File: src/rtl/spim_pkg.sv
// shared types and constants of the spi master with fifos
package spim_pkg;

    localparam int WORD_W         = 16;
    localparam int MAX_FRAME_BITS = 16;
    localparam int MIN_FRAME_BITS = 4;
    localparam int LEN_W          = 5;
    localparam int BIT_IDX_W      = $clog2(WORD_W);
    localparam int DIV_W          = 8;
    localparam int DEF_FIFO_DEPTH = 8;

    localparam int CFG_ADDR_W  = 2;
    localparam int CFG_DATA_W  = 8;
    localparam int IN_TDATA_W  = 24;
    localparam int IN_TUSER_W  = 2;
    localparam int OUT_TDATA_W = 24;

    localparam logic [DIV_W-1:0] DIV_RESET  = 8'd2;
    localparam logic [LEN_W-1:0] LEN_RESET  = 5'd8;

    typedef enum logic [1:0] {
        REQ_WRITE  = 2'd0,
        REQ_READ   = 2'd1,
        REQ_STATUS = 2'd2,
        REQ_TICK   = 2'd3
    } req_type_t;

    typedef enum logic [CFG_ADDR_W-1:0] {
        CFG_CLOCK_DIVIDER = 2'd0,
        CFG_FRAME_BITS    = 2'd1,
        CFG_SPI_MODE      = 2'd2,
        CFG_ENABLE        = 2'd3
    } cfg_index_t;

    // first member sits in the top bits, so read_word ends up lowest
    typedef struct packed {
        logic              mosi;
        logic              sclk;
        logic              overrun;
        logic              rx_full;
        logic              rx_not_empty;
        logic              tx_empty;
        logic              tx_not_full;
        logic              busy_res;
        logic [WORD_W-1:0] read_word;
    } spim_result_t;

    function automatic logic [LEN_W-1:0] clamp_len(input logic [LEN_W-1:0] n);
        logic [LEN_W-1:0] r;
        r = n;
        if (n < LEN_W'(MIN_FRAME_BITS))
            r = LEN_W'(MIN_FRAME_BITS);
        else if (n > LEN_W'(MAX_FRAME_BITS))
            r = LEN_W'(MAX_FRAME_BITS);
        return r;
    endfunction

    function automatic logic [WORD_W-1:0] len_mask(input logic [LEN_W-1:0] n);
        logic [WORD_W-1:0] m;
        for (int i = 0; i < WORD_W; i++)
            m[i] = (LEN_W'(i) < n);
        return m;
    endfunction

endpackage

File: src/rtl/spim_mem.sv
// fifo storage: one write port, one registered read port with write bypass
module spim_mem #(
    parameter int FIFO_DEPTH = spim_pkg::DEF_FIFO_DEPTH
) (
    input  logic                                  clk,
    input  logic                                  wr_en,
    input  logic [$clog2(FIFO_DEPTH)-1:0]         wr_addr,
    input  logic [spim_pkg::WORD_W-1:0]           wr_data,
    input  logic                                  rd_en,
    input  logic [$clog2(FIFO_DEPTH)-1:0]         rd_addr,
    output logic [spim_pkg::WORD_W-1:0]           rd_data
);
    import spim_pkg::*;

    logic [WORD_W-1:0] mem_reg [FIFO_DEPTH];
    logic [WORD_W-1:0] rd_data_reg;

    always_ff @(posedge clk)
    begin
        if (wr_en)
        begin
            mem_reg[wr_addr] <= wr_data;
        end
        // a write to the entry being read shows up in the read data
        if (rd_en)
        begin
            if (wr_en && (wr_addr == rd_addr))
                rd_data_reg <= wr_data;
            else
                rd_data_reg <= mem_reg[rd_addr];
        end
    end

    assign rd_data = rd_data_reg;

endmodule

File: src/rtl/spim_engine.sv
// fifo pointers, config registers and the serial shift engine
module spim_engine #(
    parameter int FIFO_DEPTH = spim_pkg::DEF_FIFO_DEPTH
) (
    input  logic                                  clk,
    input  logic                                  rst_n,
    input  logic                                  cfg_we,
    input  logic [spim_pkg::CFG_ADDR_W-1:0]       cfg_addr,
    input  logic [spim_pkg::CFG_DATA_W-1:0]       cfg_wdata,
    input  logic                                  exec,
    input  spim_pkg::req_type_t                   req,
    input  logic [spim_pkg::WORD_W-1:0]           wword,
    input  logic                                  miso,
    input  logic [spim_pkg::WORD_W-1:0]           tx_rd_data,
    input  logic [spim_pkg::WORD_W-1:0]           rx_rd_data,
    output logic                                  tx_wr_en,
    output logic [$clog2(FIFO_DEPTH)-1:0]         tx_wr_addr,
    output logic [spim_pkg::WORD_W-1:0]           tx_wr_data,
    output logic [$clog2(FIFO_DEPTH)-1:0]         tx_rd_addr,
    output logic                                  rx_wr_en,
    output logic [$clog2(FIFO_DEPTH)-1:0]         rx_wr_addr,
    output logic [spim_pkg::WORD_W-1:0]           rx_wr_data,
    output logic [$clog2(FIFO_DEPTH)-1:0]         rx_rd_addr,
    output spim_pkg::spim_result_t                result
);
    import spim_pkg::*;

    localparam int AW = $clog2(FIFO_DEPTH);
    localparam int CW = $clog2(FIFO_DEPTH + 1);
    localparam logic [AW-1:0] LAST_PTR = AW'(FIFO_DEPTH - 1);
    localparam logic [CW-1:0] FULL_CNT = CW'(FIFO_DEPTH);

    function automatic logic [AW-1:0] ptr_inc(input logic [AW-1:0] p);
        return (p == LAST_PTR) ? '0 : AW'(p + AW'(1));
    endfunction

    logic [DIV_W-1:0]  divider_reg;
    logic [LEN_W-1:0]  frame_bits_reg;
    logic [1:0]        spi_mode_reg;
    logic              enable_reg;

    logic [AW-1:0]     tx_head_reg, tx_head_next, tx_tail_reg, tx_tail_next;
    logic [AW-1:0]     rx_head_reg, rx_head_next, rx_tail_reg, rx_tail_next;
    logic [CW-1:0]     tx_count_reg, tx_count_next, rx_count_reg, rx_count_next;
    logic [WORD_W-1:0] shift_reg, shift_next;
    logic [LEN_W-1:0]  bit_index_reg, bit_index_next;
    logic [DIV_W-1:0]  presc_reg, presc_next;
    logic              clock_level_reg, clock_level_next;
    logic              frame_active_reg, frame_active_next;
    logic              overrun_reg, overrun_next;
    logic [1:0]        cur_mode_reg, cur_mode_next;
    logic [LEN_W-1:0]  cur_len_reg, cur_len_next;
    logic              mosi_reg, mosi_next;
    logic [WORD_W-1:0] read_word;

    always_comb
    begin
        logic [LEN_W-1:0]     start_len;
        logic [WORD_W-1:0]    start_word;
        logic [LEN_W-1:0]     len_m1;
        logic [LEN_W-1:0]     bit_inc;
        logic [DIV_W-2:0]     half;
        logic [DIV_W:0]       presc_inc;
        logic                 lvl;
        logic                 leading;

        tx_head_next      = tx_head_reg;
        tx_tail_next      = tx_tail_reg;
        tx_count_next     = tx_count_reg;
        rx_head_next      = rx_head_reg;
        rx_tail_next      = rx_tail_reg;
        rx_count_next     = rx_count_reg;
        shift_next        = shift_reg;
        bit_index_next    = bit_index_reg;
        presc_next        = presc_reg;
        clock_level_next  = clock_level_reg;
        frame_active_next = frame_active_reg;
        overrun_next      = overrun_reg;
        cur_mode_next     = cur_mode_reg;
        cur_len_next      = cur_len_reg;
        mosi_next         = mosi_reg;
        read_word         = '0;
        tx_wr_en          = 1'b0;
        tx_wr_data        = wword;
        rx_wr_en          = 1'b0;
        rx_wr_data        = '0;

        start_len  = clamp_len(frame_bits_reg);
        start_word = tx_rd_data & len_mask(start_len);
        len_m1     = LEN_W'(cur_len_reg - LEN_W'(1));
        bit_inc    = LEN_W'(bit_index_reg + LEN_W'(1));
        half       = divider_reg[DIV_W-1:1];
        if (half == '0)
            half = (DIV_W-1)'(1);
        presc_inc  = {1'b0, presc_reg} + (DIV_W+1)'(1);
        lvl        = ~clock_level_reg;
        leading    = (lvl != cur_mode_reg[1]);

        if (exec)
        begin
            case (req)
                REQ_WRITE:
                begin
                    if (tx_count_reg < FULL_CNT)
                    begin
                        tx_wr_en      = 1'b1;
                        tx_tail_next  = ptr_inc(tx_tail_reg);
                        tx_count_next = CW'(tx_count_reg + CW'(1));
                    end
                end
                REQ_READ:
                begin
                    if (rx_count_reg != '0)
                    begin
                        read_word     = rx_rd_data;
                        rx_head_next  = ptr_inc(rx_head_reg);
                        rx_count_next = CW'(rx_count_reg - CW'(1));
                    end
                end
                REQ_TICK:
                begin
                    if (!frame_active_reg)
                    begin
                        clock_level_next = spi_mode_reg[1];
                        if (enable_reg && (tx_count_reg != '0))
                        begin
                            cur_len_next      = start_len;
                            cur_mode_next     = spi_mode_reg;
                            shift_next        = start_word;
                            tx_head_next      = ptr_inc(tx_head_reg);
                            tx_count_next     = CW'(tx_count_reg - CW'(1));
                            frame_active_next = 1'b1;
                            bit_index_next    = '0;
                            presc_next        = '0;
                            if (!spi_mode_reg[0])
                                mosi_next = start_word[BIT_IDX_W'(start_len - LEN_W'(1))];
                        end
                    end
                    else if (presc_inc < (DIV_W+1)'(half))
                    begin
                        presc_next = presc_inc[DIV_W-1:0];
                    end
                    else
                    begin
                        presc_next       = '0;
                        clock_level_next = lvl;
                        if (leading == !cur_mode_reg[0])
                            // sampling edge
                            shift_next = {shift_reg[WORD_W-2:0], miso}
                                         & len_mask(cur_len_reg);
                        else if (leading || (bit_inc < cur_len_reg))
                            // driving edge, none after the last bit in cpha 0
                            mosi_next = shift_reg[BIT_IDX_W'(len_m1)];
                        if (!leading)
                        begin
                            bit_index_next = bit_inc;
                            if (bit_inc >= cur_len_reg)
                            begin
                                if (rx_count_reg < FULL_CNT)
                                begin
                                    rx_wr_en      = 1'b1;
                                    rx_wr_data    = shift_next;
                                    rx_tail_next  = ptr_inc(rx_tail_reg);
                                    rx_count_next = CW'(rx_count_reg + CW'(1));
                                end
                                else
                                begin
                                    overrun_next = 1'b1;
                                end
                                frame_active_next = 1'b0;
                                bit_index_next    = '0;
                                presc_next        = '0;
                                clock_level_next  = spi_mode_reg[1];
                            end
                        end
                    end
                end
                default:
                begin
                end
            endcase
        end

        // idle clock level follows a mode write at once while no frame is active
        if (cfg_we && (cfg_index_t'(cfg_addr) == CFG_SPI_MODE) && !frame_active_reg)
            clock_level_next = cfg_wdata[1];
    end

    always_ff @(posedge clk or negedge rst_n)
    begin
        if (!rst_n)
        begin
            divider_reg      <= DIV_RESET;
            frame_bits_reg   <= LEN_RESET;
            spi_mode_reg     <= '0;
            enable_reg       <= 1'b0;
            tx_head_reg      <= '0;
            tx_tail_reg      <= '0;
            tx_count_reg     <= '0;
            rx_head_reg      <= '0;
            rx_tail_reg      <= '0;
            rx_count_reg     <= '0;
            shift_reg        <= '0;
            bit_index_reg    <= '0;
            presc_reg        <= '0;
            clock_level_reg  <= 1'b0;
            frame_active_reg <= 1'b0;
            overrun_reg      <= 1'b0;
            cur_mode_reg     <= '0;
            cur_len_reg      <= LEN_RESET;
            mosi_reg         <= 1'b0;
        end
        else
        begin
            if (cfg_we)
            begin
                case (cfg_index_t'(cfg_addr))
                    CFG_CLOCK_DIVIDER: divider_reg    <= cfg_wdata;
                    CFG_FRAME_BITS:    frame_bits_reg <= cfg_wdata[LEN_W-1:0];
                    CFG_SPI_MODE:      spi_mode_reg   <= cfg_wdata[1:0];
                    CFG_ENABLE:        enable_reg     <= cfg_wdata[0];
                    default:           enable_reg     <= enable_reg;
                endcase
            end
            tx_head_reg      <= tx_head_next;
            tx_tail_reg      <= tx_tail_next;
            tx_count_reg     <= tx_count_next;
            rx_head_reg      <= rx_head_next;
            rx_tail_reg      <= rx_tail_next;
            rx_count_reg     <= rx_count_next;
            shift_reg        <= shift_next;
            bit_index_reg    <= bit_index_next;
            presc_reg        <= presc_next;
            clock_level_reg  <= clock_level_next;
            frame_active_reg <= frame_active_next;
            overrun_reg      <= overrun_next;
            cur_mode_reg     <= cur_mode_next;
            cur_len_reg      <= cur_len_next;
            mosi_reg         <= mosi_next;
        end
    end

    // reads are issued at the head the next transaction will see
    assign tx_wr_addr = tx_tail_reg;
    assign tx_rd_addr = tx_head_next;
    assign rx_wr_addr = rx_tail_reg;
    assign rx_rd_addr = rx_head_next;

    assign result.read_word    = read_word;
    assign result.busy_res     = frame_active_next || (tx_count_next != '0);
    assign result.tx_not_full  = (tx_count_next < FULL_CNT);
    assign result.tx_empty     = (tx_count_next == '0);
    assign result.rx_not_empty = (rx_count_next != '0);
    assign result.rx_full      = (rx_count_next >= FULL_CNT);
    assign result.overrun      = overrun_next;
    assign result.sclk         = clock_level_next;
    assign result.mosi         = mosi_next;

endmodule

File: src/rtl/spi_master_with_fifos.sv
// Top level of the spi master with fifos. Every input transaction (write, data read,
// status read or clock tick) gives exactly one result transaction; it is held in the
// s1 registers, then in the output register once the output is free. One transaction
// is taken every clock cycle while the output is not stalled: the transmit and receive
// words sit in two fifo memories with a registered read, which is issued as a
// transaction is accepted so that the word is at hand when it executes; a write to
// the entry being read is bypassed. Each tick advances the prescaler by one; an spi
// half period lasts clock_divider/2 ticks (at least one). Configuration writes are
// taken at any cycle and should be made while no transaction is in flight.
module spi_master_with_fifos #(
    parameter int FIFO_DEPTH = spim_pkg::DEF_FIFO_DEPTH
) (
    input  logic                                  clk,
    input  logic                                  rst_n,
    input  logic                                  cfg_we,
    input  logic [spim_pkg::CFG_ADDR_W-1:0]       cfg_addr,
    input  logic [spim_pkg::CFG_DATA_W-1:0]       cfg_wdata,
    input  logic                                  s_tvalid,
    output logic                                  s_tready,
    // write_word [15:0], miso_bit [16], zero fill [23:17]
    input  logic [spim_pkg::IN_TDATA_W-1:0]       s_tdata,
    // req_type [1:0]
    input  logic [spim_pkg::IN_TUSER_W-1:0]       s_tuser,
    output logic                                  m_tvalid,
    input  logic                                  m_tready,
    // read_word [15:0], busy_res, tx_not_full, tx_empty, rx_not_empty, rx_full,
    // overrun, sclk, mosi [23]
    output logic [spim_pkg::OUT_TDATA_W-1:0]      m_tdata
);
    import spim_pkg::*;

    localparam int AW = $clog2(FIFO_DEPTH);

    logic              s1_valid_reg;
    req_type_t         s1_req_reg;
    logic [WORD_W-1:0] s1_wword_reg;
    logic              s1_miso_reg;
    logic              out_valid_reg;
    spim_result_t      out_data_reg;

    logic              exec;
    logic              accept;
    spim_result_t      result;

    logic              tx_wr_en, rx_wr_en;
    logic [AW-1:0]     tx_wr_addr, tx_rd_addr, rx_wr_addr, rx_rd_addr;
    logic [WORD_W-1:0] tx_wr_data, rx_wr_data, tx_rd_data, rx_rd_data;

    assign exec     = s1_valid_reg && (!out_valid_reg || m_tready);
    assign s_tready = !s1_valid_reg || exec;
    assign accept   = s_tvalid && s_tready;

    always_ff @(posedge clk or negedge rst_n)
    begin
        if (!rst_n)
        begin
            s1_valid_reg  <= 1'b0;
            out_valid_reg <= 1'b0;
        end
        else
        begin
            if (accept)
                s1_valid_reg <= 1'b1;
            else if (exec)
                s1_valid_reg <= 1'b0;
            if (exec)
                out_valid_reg <= 1'b1;
            else if (m_tready)
                out_valid_reg <= 1'b0;
        end
    end

    always_ff @(posedge clk)
    begin
        if (accept)
        begin
            s1_req_reg   <= req_type_t'(s_tuser);
            s1_wword_reg <= s_tdata[WORD_W-1:0];
            s1_miso_reg  <= s_tdata[WORD_W];
        end
        if (exec)
        begin
            out_data_reg <= result;
        end
    end

    spim_engine #(
        .FIFO_DEPTH (FIFO_DEPTH)
    ) u_engine (
        .clk        (clk),
        .rst_n      (rst_n),
        .cfg_we     (cfg_we),
        .cfg_addr   (cfg_addr),
        .cfg_wdata  (cfg_wdata),
        .exec       (exec),
        .req        (s1_req_reg),
        .wword      (s1_wword_reg),
        .miso       (s1_miso_reg),
        .tx_rd_data (tx_rd_data),
        .rx_rd_data (rx_rd_data),
        .tx_wr_en   (tx_wr_en),
        .tx_wr_addr (tx_wr_addr),
        .tx_wr_data (tx_wr_data),
        .tx_rd_addr (tx_rd_addr),
        .rx_wr_en   (rx_wr_en),
        .rx_wr_addr (rx_wr_addr),
        .rx_wr_data (rx_wr_data),
        .rx_rd_addr (rx_rd_addr),
        .result     (result)
    );

    spim_mem #(
        .FIFO_DEPTH (FIFO_DEPTH)
    ) u_tx_mem (
        .clk     (clk),
        .wr_en   (tx_wr_en),
        .wr_addr (tx_wr_addr),
        .wr_data (tx_wr_data),
        .rd_en   (accept),
        .rd_addr (tx_rd_addr),
        .rd_data (tx_rd_data)
    );

    spim_mem #(
        .FIFO_DEPTH (FIFO_DEPTH)
    ) u_rx_mem (
        .clk     (clk),
        .wr_en   (rx_wr_en),
        .wr_addr (rx_wr_addr),
        .wr_data (rx_wr_data),
        .rd_en   (accept),
        .rd_addr (rx_rd_addr),
        .rd_data (rx_rd_data)
    );

    assign m_tvalid = out_valid_reg;
    assign m_tdata  = OUT_TDATA_W'(out_data_reg);

    // an executed transaction always lands in the output register
    a_exec_to_out: assert property (@(posedge clk) disable iff (!rst_n)
        exec |=> out_valid_reg)
        else $error("executed transaction did not reach the output");

    // words waiting in the transmit fifo mean busy
    a_busy_tx: assert property (@(posedge clk) disable iff (!rst_n)
        out_valid_reg |-> (out_data_reg.tx_empty || out_data_reg.busy_res))
        else $error("busy low with transmit words pending");

    // a full receive fifo is never reported empty
    a_rx_flags: assert property (@(posedge clk) disable iff (!rst_n)
        out_valid_reg |-> (!out_data_reg.rx_full || out_data_reg.rx_not_empty))
        else $error("receive fifo flags disagree");

    // input stalls only while a result is held and not taken
    a_stall: assert property (@(posedge clk) disable iff (!rst_n)
        !s_tready |-> (out_valid_reg && !m_tready))
        else $error("input stalled with a free output");

endmodule
File: config.mk
export PLATFORM = sky130hd
export DESIGN_NAME = spi_master_with_fifos
export DESIGN_NICKNAME = d
export VERILOG_FILES = /design/src/rtl/spim_pkg.sv /design/src/rtl/spim_mem.sv /design/src/rtl/spim_engine.sv /design/src/rtl/spi_master_with_fifos.sv
export SDC_FILE = /design/constraint.sdc
export NUM_CORES = 1
export LEC_CHECK = 0
export ABC_CLOCK_PERIOD_IN_PS = 4800
export BUFFER_PORTS_ARGS = -buffer_cell sky130_fd_sc_hd__buf_2
export CAP_MARGIN = 40
export CORE_MARGIN = 2
export CORE_UTILIZATION = 50
export DETAILED_ROUTE_END_ITERATION = 8
export GPL_TIMING_DRIVEN = 0
export PLACE_DENSITY = 0.69
export SETUP_SLACK_MARGIN = 0.4
export SLEW_MARGIN = 0
export SYNTH_ARGS = -nofsm -noshare
export SYNTH_HDL_FRONTEND = slang
export SYNTH_SLANG_ARGS = --single-unit
File: constraint.sdc
create_clock -name clk -period 4.8 [get_ports clk]
set_input_delay 0.48 -clock clk [delete_from_list [all_inputs] [get_ports clk]]
set_output_delay 0.48 -clock clk [all_outputs]
set_load 0.02 [all_outputs]
==> results.toml <==
[cells_and_area]
syn_to_final_growth_pct = 15.1
regArea_um2 = 11900
fin_util_pct = 58.8
fin_area_um2 = 21000
fillers = 2809
antenna_cells = 0
fin_nets = 1516
drive_gt1_share_pct = 17.6
multiInputGateArea_um2 = 6020

[hold_path]
holdPathEnd = "s1_wword_reg[0]"
holdPathStages = 1
hold_path_startpoint = "s_tdata[0]"
min_path_type = "in2reg"

[routing]
first_pass_iters = 6
vias = 11400
wirelength_mm = 41.6
vias_per_cell = 5.87
wire_per_inst_um = 21.4
ant_nets = 0
route.detailed.drc = 0
drt_iter0_markers = 785

[die]
die_w_um = 195
die_height_um = 195
pin_count = 67
die_area_um2 = 38000
placementRows = 69
start_util_pct = 51.1
coreArea_um2 = 35700

[synth]
synthFlopType = "edfxtp_1"
synthArstFlopShare_pct = 18.9
yosysWarnings = 0
synth_area_um2 = 18300
synth_mux_area_share_pct = 10.7
synth-simple-area-share_pct = 10.1
yosysUniqueCellTypes = 80
synth-adder-area-share_pct = 2.06
synth_nets = 1384
synth_top_family_by_area = "multiplexers"
synth-edff-count = 331
synth-xor-area-share_pct = 0.912
syn_inst = 1313
syn_area_per_cell_um2 = 13.9
seq_area_frac_synth_pct = 65.0
yosys_register_bits = 408
synth_compound_area_share_pct = 8.62

[worst_setup_path]
crit_required_ns = 5.07
crit_path_start_kind = "flop"
reg2reg_slack_ns = 0.59
crit_fanout = 8
crit_type = "reg2reg"
regToRegStartpoint = "u_engine.presc_reg[0]"
worstRegToRegCells = 13
critPathCaptureType = "flop"
arrival_ns = 4.48
r2r-end = "u_rx_mem.mem_reg[1][6]"

[sta]
setup_viol = 0
worst_pin_slew_ns = 0.886
min_period_over_period_pct = 87.8
drv_slew = 0
rsz0062_at_grt = "yes"
relSlewSlack_pct = 40.6
fin_crit_ns = 4.21
timing.fmax_ghz = 0.237
hold_viol_final = 0
finClkSkew_ns = 0.0246

[clock_network]
cts_tree = "built"
cts_inserted_buffers = 43
cts_root_buffer = "clkbuf_16"
clk_path_buf_depth = 3
clk_pin_slew_ns = 0.06
cts_max_level = 2
clk_latency_ns = 0.57
numClockSinks = 408

[grt]
grt_pass1_vias = 11300
antenna_found_initial = 0
grt_usage_pct = 22.2
overflow = 0
grt_max_degree = 41
grt_pass1_wl_mm = 64.8

[status]
status = "completed"

[power_and_ir_drop]
ir_drop_mv = 0.372
power_uw = 11000
power.leakage_uw = 0.00831
power_density_nw_per_um2 = 525

[placed_design]
place.gp.congestion = 0.902
numPortBuffers = 59
placed_area_um2 = 19500
dp_hpwl_mm = 28.5

[run]
drv_cap = 0
[per-stage QoR]
| stage | hold slack (ns) | TNS (ns) | instances | worst slack, ns |
|---|---|---|---|---|
| after CTS | 0.0537 | 0 | 1940 | 0.477 |
| after floorplan | 0.184 | 0 | 1313 | 0.123 |
| after global routing | 0.0517 | 0 | 1940 | 0.293 |
| after global placement | 0.443 | -205.36 | 1833 | -2.07 |
| final | 0.0833 | 0 | 1940 | 0.587 |
| after detailed placement | 0.439 | 0 | 1859 | 0.389 |
[cells in the mapped netlist (all sizes together) (9+ instances only)]
library cell	number	area (um2)
a211oi	72	541
a21o	12	90.1
a21oi	38	190
and3	88	556
buf	28	161
clkbuf	52	195
dfrtp	74	1850
edfxtp	331	9940
ha	30	375
inv	29	109
mux2	40	488
mux2i	135	1350
nand2	67	262
nand2b	12	75.1
nand3	22	140
nand4	9	62.6
nor2	56	210
nor3	13	70.1
nor4	22	138
o21ai	57	300
xnor2	9	78.8
xor2	10	87.6
[cell usage in the layout, fill, tap and decap left out, types with 7 or more instances in the layout]
master	netlist	routed
nand2b_1	12	12
buf_4	2	15
ha_1	30	30
mux2i_1	135	135
buf_1	9	9
a211oi_1	72	72
nand2_1	65	65
xnor2_1	9	9
a21oi_1	38	38
o21ai_0	55	55
dfrtp_1	74	74
nor2_1	56	52
a21o_1	12	12
and2_1	8	7
nand4_1	8	8
edfxtp_1	331	331
inv_1	27	27
buf_2	14	74
nor4_1	22	20
nand3_1	19	19
clkbuf_16	0	44
and3_1	87	87
buf_6	2	7
xor2_1	10	10
mux2_4	10	10
mux2_2	30	30
clkbuf_1	52	56
a22o_1	8	8
[power by group]
group | internal (uW) | switching [uW] | leakage, uW | total [uW]
clock | 2040 | 1370 | 0.000711 | 3410
sequential | 4170 | 286 | 0.00433 | 4460
combinational | 1210 | 1950 | 0.00327 | 3160
[layout make-up]
cell class / instances / area share [%]
clock inverter: 23 / 1.32
sequential: 408 / 56.5
inverter: 29 / 0.518
buffer: 80 / 1.71
timing repair buffer: 87 / 2.89
tap: 461 / 2.74
multi-input combinational: 796 / 28.6
clock buffer: 56 / 5.69
[per-layer routing]
| metal | up-vias | GRT usage (%) | part of all wire, % | wire (um) |
|---|---|---|---|---|
| li1 | 5324 | - | - | - |
| met1 | 5624 | 30.4 | 43 | 18100 |
| met2 | 374 | 36.1 | 48 | 19900 |
| met3 | 67 | 4.44 | 6.4 | 2650 |
| met4 | 0 | 6.67 | 2.3 | 962 |
| met5 | - | 0 | 0 | 0 |
[how the worst max path moves through the flow]
stage | slack (ns) | start | cells after the start | end
6_report | 0.59 | u_engine.presc_reg[0] | 13 | u_rx_mem.mem_reg[1][6]
3_3_place_gp | -2.07 | u_engine.presc_reg[0] | 11 | u_rx_mem.mem_reg[2][8]
5_1_grt | 0.29 | u_engine.presc_reg[0] | 13 | u_rx_mem.mem_reg[1][6]
3_5_place_dp | 0.39 | u_engine.presc_reg[0] | 13 | u_rx_mem.mem_reg[0][8]
4_1_cts | 0.48 | u_engine.presc_reg[0] | 13 | u_rx_mem.mem_reg[3][8]
2_1_floorplan | 0.12 | u_engine.presc_reg[0] | 11 | u_rx_mem.mem_reg[2][0]
[critical path, cell delays in order (launching register included)]
cell	delay, ns
dfrtp_1	0.47
ha_1	0.31
nand4_1	0.15
xnor2_1	0.19
ha_1	0.34
and3_1	0.16
nand3_1	0.07
o221a_2	0.34
and2_1	0.22
or3_1	0.35
clkbuf_1	0.23
nor4b_2	0.60
buf_4	0.28
buf_2	0.19
[cell families after synthesis]
logic type,Yosys count
muxes,180
buffers and inverters,109
adders and majority gates,30
AOI/OAI and AO/OA,232
DFF,408
and+or+nand+nor,335
xor gates and xnor gates,19
[timing repair]
action / 4_1_cts / 5_1_grt
resized for setup: 0 / 7
pin swaps: 1 / 0
endpoints found under the setup margin: 8 / 154
buffers inserted: 1 / 0
hold buffers: 1 / 0
hold endpoints to repair: 36 / 0
(Power assumes the default switching activity.)
